`src/hdl/pfde_pkg.sv`:
```
// ----------------------------------------------------------------------------
// pfde_pkg
// Shared constants, types and the 6x8 font for the page framebuffer engine.
// ----------------------------------------------------------------------------
package pfde_pkg;

   localparam int unsigned COLUMNS_DEF = 128;
   localparam int unsigned ROWS_DEF    = 64;

   localparam int unsigned KIND_W     = 3;
   localparam int unsigned COORD_W    = 8;
   localparam int unsigned DATA_W     = 8;
   localparam int unsigned PAGE_H     = 8;
   localparam int unsigned PAGE_IDX_W = COORD_W - $clog2(PAGE_H);
   localparam int unsigned BLIT_PG_W  = 6;

   localparam int unsigned GLYPH_COLS  = 6;
   localparam int unsigned GLYPH_FIRST = 32;
   localparam int unsigned GLYPH_LAST  = 126;
   localparam int unsigned GLYPH_COUNT = GLYPH_LAST - GLYPH_FIRST + 1;
   localparam int unsigned GLYPH_IDX_W = $clog2(GLYPH_COUNT);
   localparam int unsigned GLYPH_COL_W = $clog2(GLYPH_COLS);

   typedef enum logic [KIND_W-1:0] {
      KIND_PIXEL      = 3'd0,
      KIND_BLIT_START = 3'd1,
      KIND_BLIT_BYTE  = 3'd2,
      KIND_GLYPH      = 3'd3,
      KIND_CLEAR      = 3'd4,
      KIND_READ       = 3'd5
   } kind_type;

   typedef enum logic [1:0] {
      CMD_NONE  = 2'd0,
      CMD_DRAW  = 2'd1,
      CMD_CLEAR = 2'd2,
      CMD_READ  = 2'd3
   } cmd_op_type;

   // one column access: row y is the top of the 8 rows, half picks the lower page
   typedef struct packed {
      cmd_op_type          op;
      logic [COORD_W-1:0]  x;
      logic [COORD_W-1:0]  y;
      logic                half;
      logic [DATA_W-1:0]   mask;
      logic [DATA_W-1:0]   bits;
   } col_cmd_type;

   // columns 0..5 from left to right, bit 0 of each column is the top row
   localparam logic [47:0] GLYPH_ROM [GLYPH_COUNT] = '{
      48'h000000000000, 48'h00005F000000, 48'h000700070000, 48'h147F147F1400,
      48'h242A7F2A1200, 48'h231308646200, 48'h364955225000, 48'h000503000000,
      48'h001C22410000, 48'h0041221C0000, 48'h14083E081400, 48'h08083E080800,
      48'h005030000000, 48'h080808080800, 48'h006060000000, 48'h201008040200,
      48'h3E5149453E00, 48'h00427F400000, 48'h426151494600, 48'h2141454B3100,
      48'h1814127F1000, 48'h274545453900, 48'h3C4A49493000, 48'h017109050300,
      48'h364949493600, 48'h064949291E00, 48'h003636000000, 48'h005636000000,
      48'h081422410000, 48'h141414141400, 48'h412214080000, 48'h020151090600,
      48'h324979413E00, 48'h7E1111117E00, 48'h7F4949493600, 48'h3E4141412200,
      48'h7F4141221C00, 48'h7F4949494100, 48'h7F0909010100, 48'h3E4141513200,
      48'h7F0808087F00, 48'h00417F410000, 48'h2040413F0100, 48'h7F0814224100,
      48'h7F4040404000, 48'h7F0204027F00, 48'h7F0408107F00, 48'h3E4141413E00,
      48'h7F0909090600, 48'h3E4151215E00, 48'h7F0919294600, 48'h464949493100,
      48'h01017F010100, 48'h3F4040403F00, 48'h1F2040201F00, 48'h7F2018207F00,
      48'h631408146300, 48'h030478040300, 48'h615149454300, 48'h007F41410000,
      48'h020408102000, 48'h0041417F0000, 48'h040201020400, 48'h404040404000,
      48'h000102040000, 48'h205454547800, 48'h7F4844443800, 48'h384444442000,
      48'h384444487F00, 48'h385454541800, 48'h087E09010200, 48'h0C5252523E00,
      48'h7F0804047800, 48'h00447D400000, 48'h2040443D0000, 48'h7F1028440000,
      48'h00417F400000, 48'h7C0478047800, 48'h7C0804047800, 48'h384444443800,
      48'h7C1414140800, 48'h081414187C00, 48'h7C0804040800, 48'h485454542000,
      48'h043F44402000, 48'h3C4040207C00, 48'h1C2040201C00, 48'h3C4030403C00,
      48'h442810284400, 48'h0C5050503C00, 48'h4464544C4400, 48'h000836410000,
      48'h00007F000000, 48'h004136080000, 48'h08082A1C0800
   };

   function automatic logic [DATA_W-1:0] glyph_column(
      input logic [GLYPH_IDX_W-1:0] code,
      input logic [GLYPH_COL_W-1:0] col
   );
      logic [47:0] row;
      row = GLYPH_ROM[code];
      case (col)
         3'd0:    glyph_column = row[47:40];
         3'd1:    glyph_column = row[39:32];
         3'd2:    glyph_column = row[31:24];
         3'd3:    glyph_column = row[23:16];
         3'd4:    glyph_column = row[15:8];
         3'd5:    glyph_column = row[7:0];
         default: glyph_column = '0;
      endcase
   endfunction

endpackage

```
`src/hdl/pfde_rmw.sv`:
```
// ----------------------------------------------------------------------------
// pfde_rmw
// Column access unit: maps a column command onto a page byte, clips it,
// reads the byte and merges the new bits in on the following cycle.
// ----------------------------------------------------------------------------
module pfde_rmw #(
   parameter int unsigned COLUMNS = pfde_pkg::COLUMNS_DEF,
   parameter int unsigned ROWS    = pfde_pkg::ROWS_DEF,
   localparam int unsigned PAGE_COUNT = (ROWS + pfde_pkg::PAGE_H - 1) / pfde_pkg::PAGE_H,
   localparam int unsigned COL_W      = $clog2(COLUMNS),
   localparam int unsigned DEPTH      = PAGE_COUNT << COL_W,
   localparam int unsigned AW         = $clog2(DEPTH)
) (
   input  logic                          clock,
   input  logic                          reset,
   input  pfde_pkg::col_cmd_type         cmd,
   input  logic [pfde_pkg::DATA_W-1:0]   ram_rd_data,
   output logic                          ram_wr_en,
   output logic [AW-1:0]                 ram_wr_addr,
   output logic [pfde_pkg::DATA_W-1:0]   ram_wr_data,
   output logic                          ram_rd_en,
   output logic [AW-1:0]                 ram_rd_addr
);

   localparam int unsigned DW  = pfde_pkg::DATA_W;
   localparam int unsigned PGW = pfde_pkg::PAGE_IDX_W;

   logic [PGW-1:0]  page_k;
   logic [2*DW-1:0] mask_wide;
   logic [2*DW-1:0] bits_wide;
   logic [DW-1:0]   mask_k;
   logic [DW-1:0]   bits_k;
   logic [DW-1:0]   row_ok;
   logic [DW-1:0]   mask_eff;
   logic            col_ok;
   logic            draw_en;
   logic            clear_now;
   logic [AW-1:0]   addr;

   logic            wr_pend_ff, wr_pend_in;
   logic [AW-1:0]   wr_addr_ff;
   logic [DW-1:0]   wr_mask_ff;
   logic [DW-1:0]   wr_bits_ff;

   always_comb begin
      page_k    = cmd.y[pfde_pkg::COORD_W-1 -: PGW] + PGW'(cmd.half);
      mask_wide = {{DW{1'b0}}, cmd.mask} << cmd.y[2:0];
      bits_wide = {{DW{1'b0}}, cmd.bits} << cmd.y[2:0];
      // the lower page gets what spills over the bottom of the upper one
      mask_k    = cmd.half ? mask_wide[2*DW-1:DW] : mask_wide[DW-1:0];
      bits_k    = cmd.half ? bits_wide[2*DW-1:DW] : bits_wide[DW-1:0];
      for (int b = 0; b < DW; b++) begin
         row_ok[b] = ({1'b0, page_k, 3'(b)} < 9'(ROWS));
      end
      col_ok    = ({1'b0, cmd.x} < 9'(COLUMNS));
      mask_eff  = col_ok ? (mask_k & row_ok) : '0;
      draw_en   = (cmd.op == pfde_pkg::CMD_DRAW) && (mask_eff != '0);
      clear_now = (cmd.op == pfde_pkg::CMD_CLEAR);
      addr      = AW'({page_k, cmd.x[COL_W-1:0]});
   end

   assign wr_pend_in  = draw_en;
   assign ram_rd_en   = draw_en || (cmd.op == pfde_pkg::CMD_READ);
   assign ram_rd_addr = addr;
   assign ram_wr_en   = clear_now || wr_pend_ff;
   assign ram_wr_addr = clear_now ? addr : wr_addr_ff;
   assign ram_wr_data = clear_now ? '0
                                  : ((ram_rd_data & ~wr_mask_ff) | (wr_bits_ff & wr_mask_ff));

   always_ff @(posedge clock) begin
      if (reset) begin
         wr_pend_ff <= 1'b0;
      end else begin
         wr_pend_ff <= wr_pend_in;
      end
      wr_addr_ff <= addr;
      wr_mask_ff <= mask_eff;
      wr_bits_ff <= bits_k;
   end

endmodule

```
`config.mk`:
```
export PLATFORM = sky130hd
export DESIGN_NAME = pfde_rmw
export DESIGN_NICKNAME = d
export VERILOG_FILES = /design/src/hdl/pfde_pkg.sv /design/src/hdl/pfde_rmw.sv
export SDC_FILE = /design/constraint.sdc
export NUM_CORES = 1
export LEC_CHECK = 0
export BUFFER_PORTS_ARGS = -buffer_cell sky130_fd_sc_hd__buf_2
export CAP_MARGIN = 20
export CORE_ASPECT_RATIO = 0.8
export CORE_MARGIN = 10
export CORE_UTILIZATION = 54
export CTS_BUF_LIST = sky130_fd_sc_hd__clkbuf_4 sky130_fd_sc_hd__clkbuf_8
export DETAILED_ROUTE_END_ITERATION = 8
export GPL_TIMING_DRIVEN = 1
export MAX_ROUTING_LAYER = met4
export PLACE_DENSITY = 0.93
export SLEW_MARGIN = 25
export SYNTH_ARGS = -nofsm -noshare
export SYNTH_HDL_FRONTEND = slang
export SYNTH_SLANG_ARGS = --single-unit
```
`constraint.sdc`:
```
create_clock -name clock -period 3 [get_ports clock]
set_clock_uncertainty 0.1 [all_clocks]
set_input_delay 0.45 -clock clock [delete_from_list [all_inputs] [get_ports clock]]
set_output_delay 0.45 -clock clock [all_outputs]
set_load 0.005 [all_outputs]
```
# Word level (Yosys, flattened, before mapping)
# Cells that the tools add are included.
[classes]
addsub = 1
magnitude_cmp = 9
eq_ne = 3
n_shift = 2
mux = 5
bitwise_logic = 5
reduce_logical = 4
[op_table]
columns = ["cell", "n"]
rows = [
  ["8-bit by 7-bit less-than comparator with 1-bit output, second input constant", 8],
  ["8-bit 2-to-1 mux", 4],
  ["8-bit by 3-bit left shift with 16-bit output", 2],
  ["8-bit bitwise AND", 3],
  ["10-bit 2-to-1 mux", 1],
  ["8-bit less-than comparator, second input constant", 1],
  ["8-bit inverter", 1],
  ["8-bit bitwise OR", 1],
  ["8-bit nonzero test", 1],
  ["5-bit by 1-bit adder with 5-bit output", 1],
  ["2-bit == test, second input constant", 2],
  ["2-bit by 1-bit == test with 1-bit output, second input constant", 1],
  ["1-bit logical OR", 2],
  ["1-bit logical AND", 1],
]
[word_totals]
ff_bits = 27
elab_cells = 33

# Depth between registers and ports, before layout
[logic_depth]
depth_word = 7
depth_mapped = 8
mapped_depth_nobuf = 7

# Worst setup path before layout
# No wires, ideal clock.
[synth_timing]
path_type = "input port to output port"
from = "input cmd[16] (netlist name)"
to = "output ram_rd_en"
t_arrival_ns = 1.869
required_ns = 2.450
setup_slack_ns = 0.581
path_stages = 8
path_buffers = 1
path_cell_list = "ha_1 > ha_1 > xor2_1 > nor2_1 > a22oi_1 > or2_0 > buf_1 > a221oi_1"
[synth_between]
elab_chain_cells = 7
elab_cells_between_ends = 15
classes_between = "add/sub (1); order compare (8); mux (2); bitwise (1); reduce/logical (3)"
[synth_lines]
columns = ["item", "line_no", "rtl"]
rows = [
  ["start: declaration", "pfde_rmw.sv:16", "input pfde_pkg::col_cmd_type cmd,"],
  ["5-bit by 1-bit adder with 5-bit output", "pfde_rmw.sv:46", "page_k = cmd.y[pfde_pkg::COORD_W-1 -: PGW] + PGW'(cmd.half);"],
  ["8-bit by 7-bit less-than comparator with 1-bit output", "pfde_rmw.sv:53", "row_ok[b] = ({1'b0, page_k, 3'(b)} < 9'(ROWS));"],
  ["8-bit bitwise AND (*)", "pfde_rmw.sv:56", "mask_eff = col_ok ? (mask_k & row_ok) : '0;"],
  ["8-bit 2-to-1 mux (*)", "pfde_rmw.sv:56", ""],
  ["8-bit nonzero test (*)", "pfde_rmw.sv:57", "draw_en = (cmd.op == pfde_pkg::CMD_DRAW) && (mask_eff != '0);"],
  ["1-bit logical AND (*)", "pfde_rmw.sv:57", ""],
  ["1-bit logical OR (*)", "pfde_rmw.sv:63", "assign ram_rd_en = draw_en || (cmd.op == pfde_pkg::CMD_READ);"],
  ["end: declaration", "pfde_rmw.sv:21", "output logic ram_rd_en,"],
]
# Mark *: on every way between the ends. The rest lies on a longest branch, timed or not.

# Final worst setup path
[layout_timing]
from = "input cmd[17] (netlist name)"
to = "output ram_rd_en"
[layout_between]
elab_chain_cells = 7
[layout_lines]
columns = ["item", "line_no", "rtl"]
rows = [
  ["8-bit by 3-bit left shift with 16-bit output", "pfde_rmw.sv:47", "mask_wide = {{DW{1'b0}}, cmd.mask} << cmd.y[2:0];"],
  ["8-bit 2-to-1 mux", "pfde_rmw.sv:50", "mask_k = cmd.half ? mask_wide[2*DW-1:DW] : mask_wide[DW-1:0];"],
  ["8-bit bitwise AND", "pfde_rmw.sv:56", ""],
  ["8-bit 2-to-1 mux", "pfde_rmw.sv:56", ""],
  ["8-bit nonzero test", "pfde_rmw.sv:57", ""],
  ["1-bit logical AND", "pfde_rmw.sv:57", ""],
  ["1-bit logical OR", "pfde_rmw.sv:63", ""],
]
# No other way between the ends.

==> reports/qor.log <==
[clock_tree] Clock Tree Buf Depth 2
[timing] Worst slew margin 0.719
[placement] DPL Wire Length 4290 um
[synthesis] flip-flop cell with the highest count after synthesis sky130_fd_sc_hd__dfxtp_1
[timing] Post-Route Setup TNS 0 ps
[worst_hold_path] path category of the worst min-delay check input port to flop
[job] max cap viols 0
[worst_setup_path] maximum net fanout on the critical path 15
[floorplanning] number of placement rows 19
[final_layout] diode insertion count for antenna repair 0
[timing] Period minus WS final 2820 ps
[synthesis] number of storage elements in the synthesis netlist 27
[global_route] vias in the first global route 1765
[route] drt initial violations 162
[clock_tree] buffer type at the clock tree root sky130_fd_sc_hd__clkbuf_8
[worst_setup_path] type of the worst setup path input port to output port
[clock_tree] clock tree from TritonCTS yes
[synthesis] area share of the largest cell type after synthesis 0.289
[timing] setup repair after global routing missed its margin no
[placement] Placed Instances 316
[route] final wirelength 5140 um
[final_layout] Final nets 326
[route] vias 1830
[route] number of remaining DRC errors 0
[outcome] result of the run completed
[synthesis] top area cells in the synthesized netlist sky130_fd_sc_hd__dfxtp_1 29%, sky130_fd_sc_hd__mux2i_1 10%, sky130_fd_sc_hd__mux2_2 8.4%
[synthesis] number of unique standard cell types used by synthesis 48
[clock_tree] Post-CTS Setup Inserts 0
[synthesis] synthesized area per cell 8.79 um2
[synthesis] count of mapped cells out of synthesis 213
[final_layout] area taken by multi-input logic gates 1180 um2
[power_and_ir_drop] power density over the cells 370 nW/um2
[final_layout] fraction of final layout cells sized beyond drive strength 1 0.385
[synthesis] Cell Area, Synth 1870 um2
[timing] fin crit share 0.941
[synthesis] largest area contributor in the netlist sky130_fd_sc_hd__dfxtp_1
[placement] number of buffers added on ports 74
[route] number of vias per cell 5.72
[global_route] wire length of the first global-routing pass 8380 um
[worst_setup_path] data arrival at the endpoint of the critical path 2270 ps
[route] met3 wirelength from detailed routing 438 um
[final_layout] fill cell count 277
[final_layout] final cell count without fillers 320
[power_and_ir_drop] leakage power figure 0.00103 uW
[synthesis] async set-reset flop share out of synthesis 0
[timing] transition time of the tightest slew-check pin 417 ps
[power_and_ir_drop] Max rail drop VDD 0.000199 V
[timing] Final Hold Fails 0
[route] final routed wire length divided by cell count 16.1 um
[synthesis] Synth Net Count 260
[floorplanning] die height 72.7 um
[floorplanning] # IOs 75
[synthesis] Yosys warnings 0
[final_layout] area growth from synthesis to final layout 21.4%
[global_route] all-layer global routing usage 0.162
[clock_tree] count of instances resized after the clock tree is built 0
[timing] final-report setup violation count 0
[clock_tree] H-tree lvl count 1
[floorplanning] die width 85.8 um
[route] met2 wirelength from detailed routing 2370 um
[clock_tree] sinks on the clock net 27
[synthesis] EDFF count, synth 0
[clock_tree] clock-pin slew on the worst setup and hold paths 80 ps
[worst_setup_path] critical path required time 2450 ps
[route] Max Used Layer met4
[route] wire length on met1 2250 um
[route] number of iterations in the first detailed-routing pass 4
[floorplanning] Die Outline Area 6240 um2
[global_route] initial antenna violation count 0
[worst_setup_path] crit path launch type input port
[worst_setup_path] critical path capture point type output port
[route] ANT nets after route 0
[floorplanning] initial cell density of the core 0.554
[global_route] total overflow reported by the global router 0
[timing] max-slew violation count 0
[clock_tree] hold-fix buffer count after cts 0
[synthesis] fraction of the yosys area taken by sequential cells 0.289
[final_layout] Register Area 541 um2
[global_route] largest net degree at the start of global routing 21
[timing] highest attainable clock frequency 0.354 GHz
[clock_tree] TritonCTS buffer count 3
[placement] Placer Congestion 0.972
[floorplanning] Core Area 3380 um2
## routing by layer
layer | vias to the layer above | GRT usage
met5 | - | -
met4 | 0 | 0.0438
met3 | 8 | 0.0346
met2 | 102 | 0.253
met1 | 827 | 0.206
li1 | 893 | -
## sequential cells by signal (all words and copies together), names as in the netlist
register	cells
wr_addr_ff	10
wr_bits_ff	8
wr_mask_ff	8
wr_pend_ff	1
## where the power goes
group	switching (uW)	internal (uW)
Combinational	138	126
Sequential	5.99	380
Clock	98.8	92.5
## placed cells by master, fill, tap and decap left out, types with 2 or more instances in the layout
master,count
sky130_fd_sc_hd__a211oi_1,5
sky130_fd_sc_hd__clkbuf_8,3
sky130_fd_sc_hd__mux2_1,6
sky130_fd_sc_hd__nor2b_1,5
sky130_fd_sc_hd__dfxtp_1,27
sky130_fd_sc_hd__xor2_1,2
sky130_fd_sc_hd__o221ai_1,2
sky130_fd_sc_hd__nand2_1,14
sky130_fd_sc_hd__a21oi_1,10
sky130_fd_sc_hd__mux2_2,14
sky130_fd_sc_hd__buf_2,74
sky130_fd_sc_hd__inv_1,3
sky130_fd_sc_hd__nand3_1,6
sky130_fd_sc_hd__nor2_1,26
sky130_fd_sc_hd__o21ai_1,5
sky130_fd_sc_hd__ha_1,2
sky130_fd_sc_hd__buf_4,8
sky130_fd_sc_hd__mux2i_1,19
sky130_fd_sc_hd__mux4_2,3
sky130_fd_sc_hd__and2_1,3
sky130_fd_sc_hd__nand4_1,2
sky130_fd_sc_hd__clkinv_1,2
sky130_fd_sc_hd__nand2b_1,4
sky130_fd_sc_hd__or3_1,3
sky130_fd_sc_hd__o211ai_1,2
sky130_fd_sc_hd__o22ai_1,5
sky130_fd_sc_hd__or2_2,2
sky130_fd_sc_hd__nor4_1,2
## worst max-delay path: stages
cell and delay, ps:
sky130_fd_sc_hd__buf_2 300, sky130_fd_sc_hd__mux2_4 350, sky130_fd_sc_hd__a222oi_1 330, sky130_fd_sc_hd__o221ai_1 200, sky130_fd_sc_hd__nor4_2 360, sky130_fd_sc_hd__a221oi_1 120, sky130_fd_sc_hd__buf_2 150
## cells by family after synthesis
family,count (synthesis),synth area share
simple gates,75,0.199
flops,27,0.289
buf+inv,26,0.0789
xor+xnor,2,0.00936
fa+ha+maj,2,0.0134
compound gates,37,0.130
mux,44,0.280
## area by class of cell
cell class | count | share of cell area
Clock buffer | 3 | 0.0182
Inverter | 5 | 0.00826
Tap cell | 42 | 0.0231
Multi-Input combinational cell | 160 | 0.521
Clock inverter | 1 | 0.00220
Sequential cell | 27 | 0.238
Timing Repair Buffer | 82 | 0.189
## synth_stat cells, drive strengths merged, types with 3 or more instances
| cell type | instances |
|---|---|
| mux4 | 4 |
| nor4 | 3 |
| nand2 | 14 |
| nand2b | 4 |
| buf | 16 |
| a21oi | 10 |
| or2 | 4 |
| and2 | 3 |
| nor2 | 26 |
| inv | 3 |
| clkbuf | 5 |
| mux2 | 21 |
| mux2i | 19 |
| or3 | 3 |
| nor2b | 5 |
| nand3 | 6 |
| o22ai | 5 |
| a211oi | 5 |
| dfxtp | 27 |
| o21ai | 6 |
## final timing paths
path,start,to,cells past startpoint
worst min-delay path,cmd[25],wr_addr_ff[0],1
worst max-delay path,cmd[17],ram_rd_en,7
## through the flow
stage	worst slack [ps]	power, uW	utilization	hold slack, ps	cell area, um2
final	177	841	0.673	207	2270
after global routing	5.12	889	0.673	197	2270
after CTS	197	842	0.673	202	2270
after detailed placement	188	654	0.659	477	2230
after global placement	263	645	0.659	473	2230
after floorplan	581	558	-	378	1870
(Power assumes the default switching activity.)
